<file path="config.mk">
export PLATFORM = sky130hd
export DESIGN_NAME = key_debounce_autorepeat_fifo_top
export DESIGN_NICKNAME = d
export VERILOG_FILES = /design/src/hw/rtl/kda_pkg.sv /design/src/hw/rtl/kda_dp.sv /design/src/hw/rtl/kda_ctrl.sv /design/src/hw/rtl/key_debounce_autorepeat_fifo_top.sv
export SDC_FILE = /design/constraint.sdc
export NUM_CORES = 1
export LEC_CHECK = 0
export BUFFER_PORTS_ARGS = -buffer_cell sky130_fd_sc_hd__buf_2
export CAP_MARGIN = 15
export CORE_ASPECT_RATIO = 0.75
export CORE_MARGIN = 5
export CORE_UTILIZATION = 40
export DETAILED_ROUTE_END_ITERATION = 7
export GPL_TIMING_DRIVEN = 0
export SYNTH_ARGS = -nofsm -noshare
export SYNTH_HDL_FRONTEND = slang
export SYNTH_SLANG_ARGS = --single-unit
export TNS_END_PERCENT = 100
</file>
<file path="constraint.sdc">
create_clock -name clock -period 3.72 [get_ports clock]
set_input_delay 0.744 -clock clock [delete_from_list [all_inputs] [get_ports clock]]
set_output_delay 0.744 -clock clock [all_outputs]
set_load 0.005 [all_outputs]
</file>
<file path="src/hw/rtl/kda_pkg.sv">
`default_nettype none

package kda_pkg;

   localparam logic [7:0] HOLD_TOP  = 8'd205;
   localparam logic [7:0] HOLD_WRAP = 8'd200;

   localparam logic OP_TICK = 1'b0;
   localparam logic OP_READ = 1'b1;

   localparam logic [1:0] REG_REPEAT_PERIOD      = 2'd0;
   localparam logic [1:0] REG_FAST_REPEAT_PERIOD = 2'd1;
   localparam logic [1:0] REG_ACCEL_THRESHOLD    = 2'd2;

   localparam logic [7:0] RST_REPEAT_PERIOD      = 8'd40;
   localparam logic [7:0] RST_FAST_REPEAT_PERIOD = 8'd20;
   localparam logic [7:0] RST_ACCEL_THRESHOLD    = 8'd40;

   // controller to datapath
   typedef struct packed {
      logic accept;
      logic exec;
      logic div_step;
      logic div_end;
   } kda_cmd_type;

   // datapath to controller
   typedef struct packed {
      logic need_div;
      logic div_last;
   } kda_sts_type;

endpackage

`default_nettype wire

</file>
<file path="src/hw/rtl/kda_dp.sv">
`default_nettype none

module kda_dp import kda_pkg::*; #(
   parameter int FIFO_DEPTH = 8
) (
   input  wire logic        clock,
   input  wire logic        reset,
   input  wire kda_cmd_type cmd,
   output kda_sts_type      sts,
   input  wire logic        req_op,
   input  wire logic [7:0]  req_pins,
   input  wire logic [7:0]  repeat_period,
   input  wire logic [7:0]  fast_repeat_period,
   input  wire logic [7:0]  accel_threshold,
   output logic      [7:0]  rsp_key_code,
   output logic      [3:0]  rsp_queued
);

   localparam int PTR_W = (FIFO_DEPTH > 1) ? $clog2(FIFO_DEPTH) : 1;
   localparam int CNT_W = $clog2(FIFO_DEPTH + 1);

   typedef enum logic [1:0] {
      PH_IDLE,
      PH_CAPT,
      PH_HELD
   } phase_type;

   logic             op_ff, op_in;
   logic [7:0]       pins_ff, pins_in;
   phase_type        phase_ff, phase_in;
   logic [7:0]       held_ff, held_in;
   logic [7:0]       hold_ff, hold_in;
   logic [PTR_W-1:0] rd_ptr_ff, rd_ptr_in;
   logic [PTR_W-1:0] wr_ptr_ff, wr_ptr_in;
   logic [CNT_W-1:0] fill_ff, fill_in;
   logic [7:0]       rd_data_ff;
   logic [7:0]       divisor_ff, divisor_in;
   logic [7:0]       dividend_ff, dividend_in;
   logic [7:0]       rem_ff, rem_in;
   logic [2:0]       step_ff, step_in;
   logic [7:0]       key_ff, key_in;
   logic [3:0]       queued_ff, queued_in;

   logic [7:0] mem [FIFO_DEPTH];

   logic       push;
   logic       pop;
   logic [7:0] push_code;
   logic       full;
   logic       empty;
   logic [7:0] hold_next;
   logic [7:0] period;
   logic [8:0] trial;
   logic       load_out;
   logic [7:0] out_code;

   assign full  = (fill_ff == CNT_W'(FIFO_DEPTH));
   assign empty = (fill_ff == '0);

   // new hold count and the period that applies to it
   assign hold_next = (hold_ff < HOLD_TOP) ? hold_ff + 8'd1 : HOLD_WRAP;
   assign period    = (hold_next < accel_threshold) ? repeat_period : fast_repeat_period;
   assign trial     = {rem_ff, dividend_ff[7]};

   assign sts.need_div = (op_ff == OP_TICK) && (pins_ff != 8'd0) && (phase_ff == PH_HELD) &&
                         (held_ff == pins_ff);
   assign sts.div_last = (step_ff == 3'd7);

   always_comb begin
      op_in       = op_ff;
      pins_in     = pins_ff;
      phase_in    = phase_ff;
      held_in     = held_ff;
      hold_in     = hold_ff;
      divisor_in  = divisor_ff;
      dividend_in = dividend_ff;
      rem_in      = rem_ff;
      step_in     = step_ff;
      key_in      = key_ff;
      queued_in   = queued_ff;
      push        = 1'b0;
      pop         = 1'b0;
      push_code   = held_ff;
      load_out    = 1'b0;
      out_code    = 8'd0;

      if (cmd.accept) begin
         op_in   = req_op;
         pins_in = req_pins;
      end

      if (cmd.exec) begin
         if (op_ff == OP_READ) begin
            load_out = 1'b1;
            if (!empty) begin
               pop      = 1'b1;
               out_code = rd_data_ff;
            end
         end else if (pins_ff == 8'd0) begin
            phase_in = PH_IDLE;
            load_out = 1'b1;
         end else begin
            load_out = 1'b1;
            case (phase_ff)
               PH_IDLE: begin
                  hold_in  = 8'd0;
                  held_in  = pins_ff;
                  phase_in = PH_CAPT;
               end
               PH_CAPT: begin
                  if (held_ff == pins_ff) begin
                     push      = 1'b1;
                     push_code = pins_ff;
                     phase_in  = PH_HELD;
                  end else begin
                     held_in = pins_ff;
                  end
               end
               PH_HELD: begin
                  if (held_ff == pins_ff) begin
                     // repeat check goes through the remainder unit
                     load_out    = 1'b0;
                     hold_in     = hold_next;
                     divisor_in  = period;
                     dividend_in = hold_next;
                     rem_in      = 8'd0;
                     step_in     = 3'd0;
                  end else begin
                     held_in  = pins_ff;
                     hold_in  = 8'd0;
                     phase_in = PH_CAPT;
                  end
               end
               default: begin
                  phase_in = PH_IDLE;
               end
            endcase
         end
      end

      // restoring remainder, one quotient bit a cycle
      if (cmd.div_step) begin
         if (trial >= {1'b0, divisor_ff}) begin
            rem_in = 8'(trial - {1'b0, divisor_ff});
         end else begin
            rem_in = trial[7:0];
         end
         dividend_in = {dividend_ff[6:0], 1'b0};
         step_in     = step_ff + 3'd1;
      end

      if (cmd.div_end) begin
         load_out = 1'b1;
         if ((divisor_ff != 8'd0) && (rem_ff == 8'd0)) begin
            push      = 1'b1;
            push_code = held_ff;
         end
      end

      rd_ptr_in = rd_ptr_ff;
      wr_ptr_in = wr_ptr_ff;
      fill_in   = fill_ff;
      if (push && !full) begin
         wr_ptr_in = (wr_ptr_ff == PTR_W'(FIFO_DEPTH - 1)) ? '0 : wr_ptr_ff + PTR_W'(1);
         fill_in   = fill_ff + CNT_W'(1);
      end
      if (pop) begin
         rd_ptr_in = (rd_ptr_ff == PTR_W'(FIFO_DEPTH - 1)) ? '0 : rd_ptr_ff + PTR_W'(1);
         fill_in   = fill_ff - CNT_W'(1);
      end

      if (load_out) begin
         key_in    = out_code;
         queued_in = 4'(fill_in);
      end
   end

   always_ff @(posedge clock) begin
      if (reset) begin
         phase_ff  <= PH_IDLE;
         held_ff   <= 8'd0;
         hold_ff   <= 8'd0;
         rd_ptr_ff <= '0;
         wr_ptr_ff <= '0;
         fill_ff   <= '0;
      end else begin
         phase_ff  <= phase_in;
         held_ff   <= held_in;
         hold_ff   <= hold_in;
         rd_ptr_ff <= rd_ptr_in;
         wr_ptr_ff <= wr_ptr_in;
         fill_ff   <= fill_in;
      end
   end

   always_ff @(posedge clock) begin
      op_ff       <= op_in;
      pins_ff     <= pins_in;
      divisor_ff  <= divisor_in;
      dividend_ff <= dividend_in;
      rem_ff      <= rem_in;
      step_ff     <= step_in;
      key_ff      <= key_in;
      queued_ff   <= queued_in;
   end

   // key store
   always_ff @(posedge clock) begin
      if (push && !full) begin
         mem[wr_ptr_ff] <= push_code;
      end
      rd_data_ff <= mem[rd_ptr_ff];
   end

   assign rsp_key_code = key_ff;
   assign rsp_queued   = queued_ff;

   a_fill_bound: assert property (@(posedge clock) disable iff (reset)
      fill_ff <= CNT_W'(FIFO_DEPTH))
      else $error("fill count beyond fifo depth");

   a_push_pop_excl: assert property (@(posedge clock) disable iff (reset)
      !(push && pop))
      else $error("push and pop in one cycle");

   a_hold_bound: assert property (@(posedge clock) disable iff (reset)
      hold_ff <= HOLD_TOP)
      else $error("hold count beyond its top");

endmodule

`default_nettype wire

</file>
<file path="src/hw/rtl/kda_ctrl.sv">
`default_nettype none

module kda_ctrl import kda_pkg::*; (
   input  wire logic        clock,
   input  wire logic        reset,
   input  wire logic        req_valid,
   output logic             req_ready,
   output logic             rsp_valid,
   input  wire logic        rsp_ready,
   output kda_cmd_type      cmd,
   input  wire kda_sts_type sts
);

   typedef enum logic [2:0] {
      ST_IDLE,
      ST_EXEC,
      ST_DIV,
      ST_FIN,
      ST_RESP
   } state_type;

   state_type state_ff, state_in;
   logic      req_ready_ff, req_ready_in;
   logic      rsp_valid_ff, rsp_valid_in;

   always_comb begin
      state_in     = state_ff;
      req_ready_in = req_ready_ff;
      rsp_valid_in = rsp_valid_ff;
      case (state_ff)
         ST_IDLE: begin
            if (req_valid) begin
               state_in     = ST_EXEC;
               req_ready_in = 1'b0;
            end
         end
         ST_EXEC: begin
            if (sts.need_div) begin
               state_in = ST_DIV;
            end else begin
               state_in     = ST_RESP;
               rsp_valid_in = 1'b1;
            end
         end
         ST_DIV: begin
            if (sts.div_last) begin
               state_in = ST_FIN;
            end
         end
         ST_FIN: begin
            state_in     = ST_RESP;
            rsp_valid_in = 1'b1;
         end
         ST_RESP: begin
            if (rsp_ready) begin
               state_in     = ST_IDLE;
               rsp_valid_in = 1'b0;
               req_ready_in = 1'b1;
            end
         end
         default: begin
            state_in     = ST_IDLE;
            rsp_valid_in = 1'b0;
            req_ready_in = 1'b1;
         end
      endcase
   end

   always_ff @(posedge clock) begin
      if (reset) begin
         state_ff     <= ST_IDLE;
         req_ready_ff <= 1'b1;
         rsp_valid_ff <= 1'b0;
      end else begin
         state_ff     <= state_in;
         req_ready_ff <= req_ready_in;
         rsp_valid_ff <= rsp_valid_in;
      end
   end

   assign req_ready    = req_ready_ff;
   assign rsp_valid    = rsp_valid_ff;
   assign cmd.accept   = req_valid && req_ready_ff;
   assign cmd.exec     = (state_ff == ST_EXEC);
   assign cmd.div_step = (state_ff == ST_DIV);
   assign cmd.div_end  = (state_ff == ST_FIN);

   a_accept_exec: assert property (@(posedge clock) disable iff (reset)
      (req_valid && req_ready) |=> (state_ff == ST_EXEC))
      else $error("accepted item not executed");

   a_one_item: assert property (@(posedge clock) disable iff (reset)
      rsp_valid |-> !req_ready)
      else $error("new item taken while result pending");

   a_div_exit: assert property (@(posedge clock) disable iff (reset)
      (state_ff == ST_DIV && sts.div_last) |=> (state_ff == ST_FIN))
      else $error("remainder unit overran its steps");

endmodule

`default_nettype wire

</file>
<file path="src/hw/rtl/key_debounce_autorepeat_fifo_top.sv">
// a read, or a tick that starts no repeat check, runs in EXEC and then holds its result in RESP
// a tick with the key still held runs the 8-step remainder unit: EXEC, DIV, FIN, then RESP
// one item at a time: a new item is taken only after the result of the last one is accepted
// the remainder unit works out one quotient bit a cycle
// reset is synchronous and active high: scanner idle, fifo empty, registers to 40, 20, 40
// key store contents are not cleared by reset
`default_nettype none

module key_debounce_autorepeat_fifo_top import kda_pkg::*; #(
   parameter int FIFO_DEPTH = 8
) (
   input  wire logic        clock,
   input  wire logic        reset,
   input  wire logic        req_valid,
   output logic             req_ready,
   input  wire logic        req_op,
   input  wire logic [7:0]  req_pins,
   output logic             rsp_valid,
   input  wire logic        rsp_ready,
   output logic      [7:0]  rsp_key_code,
   output logic      [3:0]  rsp_queued,
   input  wire logic        csr_psel,
   input  wire logic        csr_penable,
   input  wire logic        csr_pwrite,
   input  wire logic [3:0]  csr_paddr,
   input  wire logic [31:0] csr_pwdata,
   output logic      [31:0] csr_prdata,
   output logic             csr_pready
);

   logic [7:0]  repeat_period_ff;
   logic [7:0]  fast_repeat_period_ff;
   logic [7:0]  accel_threshold_ff;
   logic        csr_wr;
   kda_cmd_type cmd;
   kda_sts_type sts;

   assign csr_pready = 1'b1;
   assign csr_wr     = csr_psel && csr_penable && csr_pwrite;

   always_ff @(posedge clock) begin
      if (reset) begin
         repeat_period_ff      <= RST_REPEAT_PERIOD;
         fast_repeat_period_ff <= RST_FAST_REPEAT_PERIOD;
         accel_threshold_ff    <= RST_ACCEL_THRESHOLD;
      end else if (csr_wr) begin
         case (csr_paddr[3:2])
            REG_REPEAT_PERIOD:      repeat_period_ff      <= csr_pwdata[7:0];
            REG_FAST_REPEAT_PERIOD: fast_repeat_period_ff <= csr_pwdata[7:0];
            REG_ACCEL_THRESHOLD:    accel_threshold_ff    <= csr_pwdata[7:0];
            default: begin
            end
         endcase
      end
   end

   always_comb begin
      case (csr_paddr[3:2])
         REG_REPEAT_PERIOD:      csr_prdata = {24'd0, repeat_period_ff};
         REG_FAST_REPEAT_PERIOD: csr_prdata = {24'd0, fast_repeat_period_ff};
         REG_ACCEL_THRESHOLD:    csr_prdata = {24'd0, accel_threshold_ff};
         default:                csr_prdata = 32'd0;
      endcase
   end

   kda_ctrl u_ctrl (
      .clock     (clock),
      .reset     (reset),
      .req_valid (req_valid),
      .req_ready (req_ready),
      .rsp_valid (rsp_valid),
      .rsp_ready (rsp_ready),
      .cmd       (cmd),
      .sts       (sts)
   );

   kda_dp #(
      .FIFO_DEPTH (FIFO_DEPTH)
   ) u_dp (
      .clock              (clock),
      .reset              (reset),
      .cmd                (cmd),
      .sts                (sts),
      .req_op             (req_op),
      .req_pins           (req_pins),
      .repeat_period      (repeat_period_ff),
      .fast_repeat_period (fast_repeat_period_ff),
      .accel_threshold    (accel_threshold_ff),
      .rsp_key_code       (rsp_key_code),
      .rsp_queued         (rsp_queued)
   );

endmodule

`default_nettype wire

</file>
==> results.tsv <==
stage	metric	value	unit
clock_network	Reg clk slew, reported paths	70	ps
finish	fin nets	875	
synth	Synth cell types	66	
min_path	Worst Hold Class	reg -> reg	
drt	drt initial violations	320	
finish	Filler cells	1838	
clock_network	CTS buffer count	17	
finish	max reg flops	64	
setup_path	crit path launch type	register	
drt	drt via density	5.00	
floorplan	# IOs	99	
setup_path	most used cell along the critical path	ha_1	
synth	most instantiated library cell after synthesis	edfxtp_1	
synth	Post-synth top cells	111 x edfxtp_1, 66 x dfxtp_1, 66 x nand2_1, 47 x nor2_1, 36 x a21oi_1	
synth	Yosys warning total	0	
place	post-placement setup slack	461	ps
clock_network	post_cts resized	0	
floorplan	Initial Util	40.7	%
pwr	Max VDD drop	0.000264	V
floorplan	die height	135	um
clock_network	maximum buffer depth of the clock tree	2	
global_routing	total gr overflow	0	
setup_path	top cell family by delay on the critical path	compound AO/OA/AOI/OAI gates	
clock_network	CTS sink cnt	177	
setup_path	Max stage delay cell, worst path	a221oi_4	
floorplan	Rows	45	
global_routing	number of global-route vias before repair	5060	
finish	Area growth syn-to-layout	16.7	%
synth	top_reg_cell synth	edfxtp_1	
drt	Wirelength per Cell	16.6	um
floorplan	die width	176	um
global_routing	initial antenna violation count	0	
place	PortBufs	47	
timing	min cycle time layout	3290	ps
finish	n_diodes	0	
clock_network	CTS tree	built	
timing	headroom to the max-slew limit	34.8	%
setup_path	CP bufs+invs	1	
setup_path	CP Cell Sequence	inv_1 -> ha_1 -> and3b_1 -> o311a_2 -> nand2b_1 -> ha_1 -> a21oi_1 -> nand4bb_1 -> a221oi_4 -> mux2_2	
synth	register area share after synthesis	56.2	%
global_routing	GRT Util Overall	15.6	%
synth	Synth Register Bits	177	
outcome	status	complete, no violations	
pwr	pwr/cell area	428	mW/mm^2
timing	period utilization	88.5	%
run	MaxCap Viol Count	0	
place	HPWL after DPL	13400	um
clock_network	CTS HTree Levels	4	
synth	Post-Syn Instances	696	
global_routing	largest net degree at the start of global routing	22	
synth	EDFF count, synth	111	
pwr	reported leakage power	0.00363	uW
setup_path	Critical Path Max Stage Delay	570	ps
drt	first-pass detailed-route iteration total	5	
clock_network	Skew-Pair Late Insertion Delay	440	ps
timing	fin worst setup slack	427	ps
timing	clock skew	13.9	ps
setup_path	WP data required	3900	ps
drt	Vias	5441	
finish	largest reg by FF count	u_dp.mem	
setup_path	CP Data Arrival Time	3470	ps
place	GPL Wtd Cong	0.850	
setup_path	Setup Crit Path Kind	reg -> reg	
clock_network	Post-CTS Hold Fix Bufs	0	
finish	share of cells above drive strength 1	21.1	%
global_routing	first-pass GRT wire length	28700	um
drt	DRC viols	0	
synth	syn_area_per_cell	11.9	um^2
timing	Peak Freq	0.304	GHz
floorplan	Placeable Area	0.0203	mm^2
timing	worst hold margin	479	ps
timing	RSZ-0062 raised after global routing	false	
drt	Final ANT Viol Nets	0	
timing	endpoints failing setup	0	
drt	final wirelength	18100	um
synth	ys async rst share	0	%
clock_network	Post-CTS Setup Bufs	0	
clock_network	Root Driver	clkbuf_16	
setup_path	Worst Path Max Fanout	8	
timing	Slew Limit Fails	0	
synth	area leader, netlist	edfxtp_1	
timing	Slew @ Worst Pin	972	ps
synth	top post-synthesis cells by area	edfxtp_1 40%, dfxtp_1 16%, ha_1 4.4%, mux4_2 4.4%, mux2i_1 3.7%	
synth	Mapped Area	0.00828	mm^2
timing	final number of hold-violating endpoints	0	
synth	post-synth top area share	40.3	%
floorplan	full die area	0.0237	mm^2
setup_path	Crit. End Element	register	
[final timing paths]
| path | from | to | slack (ps) | depth (start not counted) |
|---|---|---|---|---|
| max | u_dp.hold_ff[0] | u_dp.divisor_ff[7] | 430 | 10 |
| min | fast_repeat_period_ff[7] | fast_repeat_period_ff[7] | 480 | 2 |
| max reg2reg | u_dp.hold_ff[0] | u_dp.divisor_ff[7] | 430 | 10 |
| min reg2reg | fast_repeat_period_ff[7] | fast_repeat_period_ff[7] | 480 | 2 |
[stage by stage]
stage	power (uW)	area, um^2	setup TNS [ps]	instances	utilization [%]
2_1_floorplan	2280	8370	0	719	-
3_3_place_gp	2350	8950	-1500	1048	44.1
3_5_place_dp	2350	9040	0	1055	44.5
4_1_cts	4170	9660	0	1087	47.5
5_1_grt	4290	9660	0	1088	47.5
6_report	4140	9660	0	1088	47.5
[logic make-up (layout without fill, tap and decap cells)]
family	count (synthesis)	after routing	share of synthesized area (%)
AND/OR/NAND/NOR	223	223	13.9
flip-flops	177	177	56.2
AO/OA/AOI/OAI	99	99	7.83
buffers and inverters	84	171	5.17
multiplexers	64	64	10.4
adder cells (fa/ha/maj)	30	30	4.62
XOR/XNOR	17	17	1.80
other	2	25	0.0907
[cell usage in the layout, fill, tap and decap left out, drive strengths merged, types with 3 or more instances in the layout]
cell type / instances
clkbuf: 40
xnor2: 14
nor4b: 3
clkinv: 6
nor2b: 11
mux2i: 31
and3b: 3
nor4: 8
dfxtp: 66
and2: 10
a211o: 5
nand3b: 4
buf: 88
ha: 29
o21ai: 27
and4: 5
conb: 25
edfxtp: 111
a21o: 3
nand4: 6
nand2: 66
mux4: 16
xor2: 3
a211oi: 3
mux2: 17
a21oi: 38
or4: 5
o211ai: 3
nor2: 48
inv: 36
nor3: 11
nand3: 20
o311a: 3
and3: 7
nand2b: 7
[tightest hold or removal path: cells and delay by family, from the launching register on]
kind / cells / cell delay [ps]
flip-flops: 1 / 330
AND/OR/NAND/NOR: 1 / 60
AO/OA/AOI/OAI: 1 / 50
[final cells by class]
cell class,instances,area [um^2],share of cell area (%)
Sequential cell,177,4650,48.2
Multi-Input combinational cell,458,3320,34.4
Clock buffer,17,425,4.40
Tap cell,282,353,3.65
Buffer,56,323,3.34
Timing Repair Buffer,55,293,3.03
Clock inverter,15,188,1.94
Inverter,28,105,1.09
[power breakdown]
part / total [uW] / switching, uW / internal [uW]
Combinational: 183 / 108 / 75.2
Clock: 1840 / 865 / 971
Sequential: 2120 / 21.1 / 2100
[routing by layer]
metal	track usage (%)	up-vias	part of all wire, %	routed length [um]
met3	3.55	10	5.4	969
met2	19.9	131	39	7080
met5	0	-	0	0
met4	3.77	0	0.91	165
met1	26.1	2602	55	9870
li1	-	2698	-	-
No activity file was read; power rests on OpenSTA's default activity.
